$ cat src/rtl/core/stepper_ramp_step_generator_core_assert.svh
// Assertion macros for the step generator core.
// Needs a clk and a synchronous active-high rst in the including module.
`ifndef STEPPER_RAMP_STEP_GENERATOR_CORE_ASSERT_SVH
`define STEPPER_RAMP_STEP_GENERATOR_CORE_ASSERT_SVH
`ifndef NO_ASSERTIONS
`define SRSG_ASSERT_IMP(label, lhs, rhs) \
  label: assert property (@(posedge clk) disable iff (rst) (lhs) |-> (rhs)) \
    else $error("step generator check failed");
`define SRSG_ASSERT_NXT(label, lhs, rhs) \
  label: assert property (@(posedge clk) disable iff (rst) (lhs) |=> (rhs)) \
    else $error("step generator check failed");
`else
`define SRSG_ASSERT_IMP(label, lhs, rhs)
`define SRSG_ASSERT_NXT(label, lhs, rhs)
`endif
`endif

$ cat src/rtl/core/srsg_pkg.sv
// Shared types, constants and helpers for the stepper ramp step generator.
// No dependencies.
package srsg_pkg;

  localparam int COUNT_BITS = 24;
  localparam int TIMER_BITS = 24;
  localparam int CFG_W      = 24;
  localparam int CFG_IDX_W  = 3;
  localparam int PROD_W     = COUNT_BITS + 16;
  localparam int FADE_A     = (PROD_W - 7 > 25) ? PROD_W - 7 : 25;
  localparam int FADE_W     = ((FADE_A > TIMER_BITS) ? FADE_A : TIMER_BITS) + 2;

  localparam logic [TIMER_BITS-1:0] TMAX = '1;

  localparam logic FUNC_TICK = 1'b0;
  localparam logic FUNC_MOVE = 1'b1;

  typedef enum logic [CFG_IDX_W-1:0] {
    REG_INTERVAL_MAX  = 3'd0,
    REG_INTERVAL_MIN  = 3'd1,
    REG_START_ACCEL   = 3'd2,
    REG_STOP_ACCEL    = 3'd3,
    REG_REVERSE_PAUSE = 3'd4,
    REG_PULSE_WIDTH   = 3'd5,
    REG_INVERT_DIR    = 3'd6
  } reg_idx_t;

  typedef enum logic [5:0] {
    PH_IDLE  = 6'b000001,
    PH_START = 6'b000010,
    PH_REV   = 6'b000100,
    PH_WAIT  = 6'b001000,
    PH_PULSE = 6'b010000,
    PH_FADE  = 6'b100000
  } phase_t;

  typedef struct packed {
    logic        func;
    logic        direction;
    logic [23:0] step_count;
  } in_item_t;

  typedef struct packed {
    logic step_out;
    logic dir_out;
    logic enable_out_n;
    logic busy_res;
  } out_item_t;

  function automatic logic [TIMER_BITS-1:0] tclamp(input logic [23:0] v);
    logic [32:0] x;
    x = 33'(v);
    if (x > 33'(TMAX)) begin
      return TMAX;
    end
    return TIMER_BITS'(x);
  endfunction

endpackage

$ cat src/rtl/core/stepper_ramp_step_generator_core.sv
// Step generator core: tick/move beats in, one status beat out per beat in.
// Each output beat is registered from its input beat; throughput 1 beat per cycle while the skid entry is empty.
// A two-entry output buffer keeps input open while one result waits.
// The deceleration product is registered each cycle from the step count.
// Reset (rst, synchronous): idle, driver disabled, registers at defaults.
// Depends on srsg_pkg and stepper_ramp_step_generator_core_assert.svh.
`include "stepper_ramp_step_generator_core_assert.svh"

module stepper_ramp_step_generator_core (
  input  logic                                 clk,
  input  logic                                 rst,
  input  logic                                 cfg_write,
  input  logic [srsg_pkg::CFG_IDX_W-1:0]       cfg_index,
  input  logic [srsg_pkg::CFG_W-1:0]           cfg_data,
  input  logic                                 in_valid,
  output logic                                 in_stall,
  input  srsg_pkg::in_item_t                   in_data,
  output logic                                 out_valid,
  input  logic                                 out_stall,
  output srsg_pkg::out_item_t                  out_data
);

  logic [23:0] interval_max;
  logic [23:0] interval_min;
  logic [15:0] start_accel;
  logic [15:0] stop_accel, stop_accel_next;
  logic [23:0] reverse_pause;
  logic [7:0]  pulse_width;
  logic        invert_dir;

  logic [srsg_pkg::COUNT_BITS-1:0] steps_left, steps_left_next;
  logic [srsg_pkg::TIMER_BITS-1:0] cur_interval, cur_interval_next;
  logic [srsg_pkg::TIMER_BITS-1:0] since_last_step, since_last_step_next;
  logic [srsg_pkg::TIMER_BITS-1:0] phase_timer, phase_timer_next;
  logic                            last_direction, last_direction_next;
  logic                            move_direction, move_direction_next;
  logic                            enabled, enabled_next;
  srsg_pkg::phase_t                phase, phase_next;

  logic [srsg_pkg::PROD_W-1:0]          prod;
  logic signed [srsg_pkg::FADE_W-1:0]   span, term, fade_s;
  logic [srsg_pkg::TIMER_BITS-1:0]      fade_val;
  logic [srsg_pkg::TIMER_BITS-1:0]      pulse_len;
  logic [srsg_pkg::COUNT_BITS-1:0]      cmd_count;

  logic                accept, go;
  srsg_pkg::out_item_t result;
  logic                skid_valid;
  srsg_pkg::out_item_t skid_data;
  logic                out_fire;

  always_ff @(posedge clk) begin
    if (rst) begin
      interval_max  <= 24'd2000;
      interval_min  <= 24'd200;
      start_accel   <= 16'd10;
      stop_accel    <= 16'd256;
      reverse_pause <= 24'd50000;
      pulse_width   <= 8'd5;
      invert_dir    <= 1'b0;
    end else if (cfg_write) begin
      case (srsg_pkg::reg_idx_t'(cfg_index))
        srsg_pkg::REG_INTERVAL_MAX:  interval_max  <= cfg_data[23:0];
        srsg_pkg::REG_INTERVAL_MIN:  interval_min  <= cfg_data[23:0];
        srsg_pkg::REG_START_ACCEL:   start_accel   <= cfg_data[15:0];
        srsg_pkg::REG_STOP_ACCEL:    stop_accel    <= cfg_data[15:0];
        srsg_pkg::REG_REVERSE_PAUSE: reverse_pause <= cfg_data[23:0];
        srsg_pkg::REG_PULSE_WIDTH:   pulse_width   <= cfg_data[7:0];
        srsg_pkg::REG_INVERT_DIR:    invert_dir    <= cfg_data[0];
        default: ;
      endcase
    end
  end

  assign stop_accel_next =
    (cfg_write && srsg_pkg::reg_idx_t'(cfg_index) == srsg_pkg::REG_STOP_ACCEL) ?
    cfg_data[15:0] : stop_accel;

  always_ff @(posedge clk) begin
    if (rst) begin
      prod <= '0;
    end else begin
      prod <= srsg_pkg::PROD_W'(steps_left_next) * srsg_pkg::PROD_W'(stop_accel_next);
    end
  end

  always_comb begin
    span   = $signed(srsg_pkg::FADE_W'(interval_max)) -
             $signed(srsg_pkg::FADE_W'(interval_min));
    term   = $signed(srsg_pkg::FADE_W'(
               ((srsg_pkg::PROD_W+1)'(prod) + (srsg_pkg::PROD_W+1)'(8'hff)) >> 8));
    fade_s = span - term;
    if (fade_s <= 0) begin
      fade_val = '0;
    end else if (fade_s > $signed(srsg_pkg::FADE_W'(srsg_pkg::TMAX))) begin
      fade_val = srsg_pkg::TMAX;
    end else begin
      fade_val = srsg_pkg::TIMER_BITS'(fade_s);
    end
  end

  assign pulse_len = (pulse_width == 8'd0) ? srsg_pkg::TIMER_BITS'(1)
                                           : srsg_pkg::TIMER_BITS'(pulse_width);
  assign cmd_count = srsg_pkg::COUNT_BITS'(in_data.step_count);
  assign accept    = in_valid && !in_stall;

  always_comb begin
    steps_left_next      = steps_left;
    cur_interval_next    = cur_interval;
    since_last_step_next = since_last_step;
    phase_timer_next     = phase_timer;
    last_direction_next  = last_direction;
    move_direction_next  = move_direction;
    enabled_next         = enabled;
    phase_next           = phase;
    go                   = 1'b0;

    if (accept && in_data.func == srsg_pkg::FUNC_MOVE) begin
      if (phase == srsg_pkg::PH_IDLE && cmd_count != '0) begin
        steps_left_next     = cmd_count;
        move_direction_next = in_data.direction;
        phase_next          = srsg_pkg::PH_START;
      end
    end else if (accept) begin
      go = 1'b1;
      if (since_last_step != srsg_pkg::TMAX) begin
        since_last_step_next = since_last_step + srsg_pkg::TIMER_BITS'(1);
      end

      if (go && phase_next == srsg_pkg::PH_PULSE) begin
        if (phase_timer_next == '0) begin
          phase_timer_next = fade_val;
          phase_next       = srsg_pkg::PH_FADE;
        end else begin
          phase_timer_next = phase_timer_next - srsg_pkg::TIMER_BITS'(1);
          go               = 1'b0;
        end
      end

      if (go && phase_next == srsg_pkg::PH_FADE) begin
        if (phase_timer_next == '0) begin
          if (steps_left_next != '0) begin
            steps_left_next = steps_left_next - srsg_pkg::COUNT_BITS'(1);
          end
          if (steps_left_next != '0) begin
            phase_next = srsg_pkg::PH_START;
          end else begin
            phase_next = srsg_pkg::PH_IDLE;
            go         = 1'b0;
          end
        end else begin
          phase_timer_next = phase_timer_next - srsg_pkg::TIMER_BITS'(1);
          go               = 1'b0;
        end
      end

      if (go && phase_next == srsg_pkg::PH_START) begin
        if (33'(since_last_step_next) > 33'(interval_max)) begin
          cur_interval_next = srsg_pkg::tclamp(interval_max);
        end
        if (move_direction_next != last_direction_next) begin
          cur_interval_next = srsg_pkg::tclamp(interval_max);
          phase_timer_next  = srsg_pkg::tclamp(reverse_pause);
          phase_next        = srsg_pkg::PH_REV;
        end else begin
          phase_next = srsg_pkg::PH_WAIT;
        end
      end

      if (go && phase_next == srsg_pkg::PH_REV) begin
        if (phase_timer_next == '0) begin
          phase_next = srsg_pkg::PH_WAIT;
        end else begin
          phase_timer_next = phase_timer_next - srsg_pkg::TIMER_BITS'(1);
          go               = 1'b0;
        end
      end

      if (go && phase_next == srsg_pkg::PH_WAIT) begin
        if (since_last_step_next >= cur_interval_next) begin
          if (33'(cur_interval_next) > 33'(interval_min)) begin
            if (33'(cur_interval_next) > 33'(start_accel)) begin
              cur_interval_next = srsg_pkg::TIMER_BITS'(
                33'(cur_interval_next) - 33'(start_accel));
            end else begin
              cur_interval_next = '0;
            end
          end
          since_last_step_next = '0;
          last_direction_next  = move_direction_next;
          enabled_next         = 1'b1;
          phase_timer_next     = pulse_len;
          phase_next           = srsg_pkg::PH_PULSE;
        end else begin
          go = 1'b0;
        end
      end

      // entered the pulse this tick: first microsecond of high time
      if (go && phase_next == srsg_pkg::PH_PULSE) begin
        phase_timer_next = phase_timer_next - srsg_pkg::TIMER_BITS'(1);
      end
    end

    result.step_out     = (phase_next == srsg_pkg::PH_PULSE);
    result.dir_out      = enabled_next & (last_direction_next ^ invert_dir);
    result.enable_out_n = !enabled_next;
    result.busy_res     = (phase_next != srsg_pkg::PH_IDLE);
  end

  always_ff @(posedge clk) begin
    if (rst) begin
      steps_left      <= '0;
      cur_interval    <= '0;
      since_last_step <= '0;
      phase_timer     <= '0;
      last_direction  <= 1'b0;
      move_direction  <= 1'b0;
      enabled         <= 1'b0;
      phase           <= srsg_pkg::PH_IDLE;
    end else begin
      steps_left      <= steps_left_next;
      cur_interval    <= cur_interval_next;
      since_last_step <= since_last_step_next;
      phase_timer     <= phase_timer_next;
      last_direction  <= last_direction_next;
      move_direction  <= move_direction_next;
      enabled         <= enabled_next;
      phase           <= phase_next;
    end
  end

  assign in_stall = skid_valid;
  assign out_fire = out_valid && !out_stall;

  always_ff @(posedge clk) begin
    if (rst) begin
      out_valid  <= 1'b0;
      skid_valid <= 1'b0;
    end else if (out_fire) begin
      if (skid_valid) begin
        skid_valid <= 1'b0;
      end else if (!accept) begin
        out_valid <= 1'b0;
      end
    end else if (accept) begin
      if (out_valid) begin
        skid_valid <= 1'b1;
      end else begin
        out_valid <= 1'b1;
      end
    end
  end

  always_ff @(posedge clk) begin
    if (out_fire) begin
      if (skid_valid) begin
        out_data <= skid_data;
      end else if (accept) begin
        out_data <= result;
      end
    end else if (accept) begin
      if (out_valid) begin
        skid_data <= result;
      end else begin
        out_data <= result;
      end
    end
  end

  `SRSG_ASSERT_IMP(a_skid_behind_out, skid_valid, out_valid)
  `SRSG_ASSERT_IMP(a_step_while_busy, out_valid && out_data.step_out, out_data.busy_res)
  `SRSG_ASSERT_IMP(a_pulse_enabled, phase == srsg_pkg::PH_PULSE, enabled)
  `SRSG_ASSERT_IMP(a_idle_no_steps, phase == srsg_pkg::PH_IDLE, steps_left == '0)
  `SRSG_ASSERT_NXT(a_skid_fill, accept && out_valid && out_stall, skid_valid)

endmodule

$ cat config.mk
export PLATFORM = sky130hd
export DESIGN_NAME = stepper_ramp_step_generator_core
export DESIGN_NICKNAME = d
export VERILOG_FILES = /design/src/rtl/core/srsg_pkg.sv /design/src/rtl/core/stepper_ramp_step_generator_core.sv
export VERILOG_INCLUDE_DIRS = /design/src /design/src/rtl/core
export SDC_FILE = /design/constraint.sdc
export NUM_CORES = 2
export LEC_CHECK = 0
export ABC_CLOCK_PERIOD_IN_PS = 18030
export BUFFER_PORTS_ARGS = -buffer_cell sky130_fd_sc_hd__buf_2
export CAP_MARGIN = 5
export CORE_MARGIN = 4
export CORE_UTILIZATION = 65
export CTS_CLUSTER_DIAMETER = 120
export DETAILED_ROUTE_END_ITERATION = 10
export PLACE_DENSITY = 0.93
export SLEW_MARGIN = 20
export SYNTH_ARGS = -nofsm -noshare
export SYNTH_HDL_FRONTEND = slang
export SYNTH_SLANG_ARGS = --single-unit
$ cat constraint.sdc
create_clock -name clk -period 18.03 [get_ports clk]
set_input_delay 1.803 -clock clk [delete_from_list [all_inputs] [get_ports clk]]
set_output_delay 1.803 -clock clk [all_outputs]
set_load 0.01 [all_outputs]
==> metrics.csv <==
metric,value,unit
post-route-period-util,94.0,%
viasPerCell,6.47,
syn_inst,4254,
worst-path-max-fanout,20,
switching_power,1.04,mW
wl,107000,µm
io_buffers,63,
synth_top_flop_cell,dfxtp_1,
synth_enable_flop_cells,8,
dp_hpwl,80800,µm
dp_slack,173,ps
arrival,17340,ps
yosysWarnings,0,
timing.final.ws_setup,1090,ps
via_count,31900,
drtIter0Drc,4593,
cts_max_level,2,
yosys-top-cells-area,"fa_1, dfxtp_1, ha_1",
endpoint_kind,register,
power.leakage,15.3,nW
worstSkewPairLatency,570,ps
fillers,3846,
firstDrtPassIters,8,
p_per_area,69.7,mW/mm²
start_util,65.7,%
layout-drive-gt1-share,7.10,%
syn_area,0.0329,mm²
ys_seq_area_share,16.5,%
final_common_cell,nand2_1,
place_area,0.0337,mm²
fin_area,0.0350,mm²
seq_area,0.00545,mm²
gr-usage-all-layers,38.7,%
finalSetupViolCount,0,
holdWs,454,ps
layout_min_cycle_time,16940,ps
tightest_slew,1370,ps
slowest_delay,540,ps
grt_pass1_vias,30700,
final_max_slew_viol_count,0,
clk_path_buf_depth,3,
status,completed,
max-cap-violations,0,
post-synth-top-area-cell,fa_1,
core_area,0.0502,mm²
hold_viol,0,
cts_sinks,268,
grt-ovfl-total,0,
worst_ep_required_time,18430,ps
syn_avg_cell_area,7.74,µm²
crit_top_cell,o21ai_0,
place_congestion,1.02,
synth_nets,4889,
critPathSlowestCell,fa_1,
ys_seq_elements,268,
io_pins,64,
p_comb_share,45.0,%
synth.distinct_cells,113,
slew_headroom,7.93,%
area_delta_synth_final,6.32,%
drc,0,
grt_pass1_wl,166000,µm
r2r_slack,1090,ps
hold_path_class,reg2reg,
clock_skew,33.1,ps
antenna_found_initial,4,
cp-start-kind,register,
chipHeight,233,µm
clkTransAtPathRegs,60,ps
synth-async-reset-ratio,0,%
ant_nets,0,
layout_common_cells,"nand2_1, inv_1, nor2_1",
pwr-share-clk,28.3,%
post_drt_wl_per_cell,21.7,µm
ir_drop,0.0716,mV
fp-row-count,82,
die_w,233,µm
internal-power,1.40,mW
dieArea,0.0543,mm²
path_class,reg2reg,
grt_max_degree,96,
root_buffer,clkbuf_16,
cts_tree,done,
fmax,59.0,MHz
synth_top_area_share,18.8,%
cts_buffers,34,
swShare,42.5,%
nets,4868,
seq_power_share,26.8,%
multi_input_area,0.0250,mm²
[worst paths after layout]
| check | from | endpoint | cells after the start |
|---|---|---|---|
| max | interval_min[1] | prod[39] | 70 |
| min | start_accel[6] | start_accel[6] | 2 |
| max reg2reg | interval_min[1] | prod[39] | 70 |
| min reg2reg | start_accel[6] | start_accel[6] | 2 |
[Yosys cell counts, drive strengths merged (25+ instances only)]
master  instances
nor4           29
and3           31
clkbuf        148
xor2           53
xnor2         125
nand2         637
mux2i          35
nor3           90
o21ai         134
buf            32
or2            25
nor2b          53
and2           36
fa            309
nand2b         45
dfxtp         260
ha            268
a21boi         25
a21oi         266
a31oi          30
nand3         120
a21o           46
nor2          483
a211oi         28
inv           498
nand4          55
a211o          25
[area by class of cell]
type                            instances  share of cell area [%]
Antenna cell                            2                  0.0143
Clock buffer                           46                    2.70
Clock inverter                         11                   0.386
Inverter                              498                    5.34
Multi-Input combinational cell       3307                    71.4
Sequential cell                       268                    15.5
Tap cell                              672                    2.40
Timing Repair Buffer                  124                    2.23
[layer usage]
metal,up-vias,GRT usage [%],routed length [µm]
met5,-,0,34
met4,6,20.6,7130
met3,538,10.9,14400
met2,2230,59.2,45900
met1,14900,49.9,39300
li1,14200,-,-
[critical path, delay by kind of cell, from the launching register on]
kind,cells,cell delay (ps)
AOI/OAI and AO/OA,39,8660
adders and majority gates,9,4160
and+or+nand+nor,12,2080
buffers and inverters,8,970
xor gates and xnor gates,2,560
DFF,1,360
[what timing repair did]
| item | CTS | global route |
|---|---|---|
| hold buffers | 0 | 0 |
| resized for setup | 1 | 22 |
| cloned | 0 | 0 |
| endpoints found under the setup margin | 1 | 11 |
| pin swaps | 0 | 7 |
| buffers inserted | 0 | 10 |
[flip-flops by register name (all words and copies together) (netlist names)]
| register | flops |
|---|---|
| prod | 40 |
| cur_interval | 24 |
| interval_max | 24 |
| interval_min | 24 |
| phase_timer | 24 |
| reverse_pause | 24 |
| since_last_step | 24 |
| steps_left | 24 |
| start_accel | 16 |
| stop_accel | 16 |
| pulse_width | 8 |
| phase | 6 |
| out_data | 4 |
| skid_data | 4 |
| enabled | 1 |
| in_stall | 1 |
| invert_dir | 1 |
| last_direction | 1 |
| move_direction | 1 |
| out_valid | 1 |
[per-stage QoR]
| stage | power (mW) | setup TNS (ps) | std cells | utilization (%) |
|---|---|---|---|---|
| final | 2.44 | 0 | 4928 | 69.8 |
| after global routing | 2.55 | -75.7 | 4926 | 69.8 |
| after CTS | 2.39 | 0 | 4916 | 69.4 |
| after detailed placement | 1.70 | 0 | 4859 | 67.3 |
| after global placement | 1.68 | 0 | 4859 | 67.3 |
| after floorplan | 1.41 | 0 | 4254 | - |
[power groups by stage]
stage | Sequential [mW] | Clock (mW) | Combinational (mW)
floorplan | 0.654 | 0 | 0.759
global placement | 0.663 | 0 | 1.02
detailed placement | 0.664 | 0 | 1.04
CTS | 0.651 | 0.688 | 1.05
global route | 0.656 | 0.711 | 1.18
finish | 0.653 | 0.690 | 1.10
[logic make-up after synthesis]
logic type      after synthesis  synth area share (%)
compound gates              778                  15.8
xor+xnor                    178                  4.76
fa+ha+maj                   577                  29.0
buf+inv                     679                  8.00
flops                       268                  16.5
mux                          57                  1.84
simple gates               1717                  24.1
Note: power is estimated with default switching activity, not from simulation.
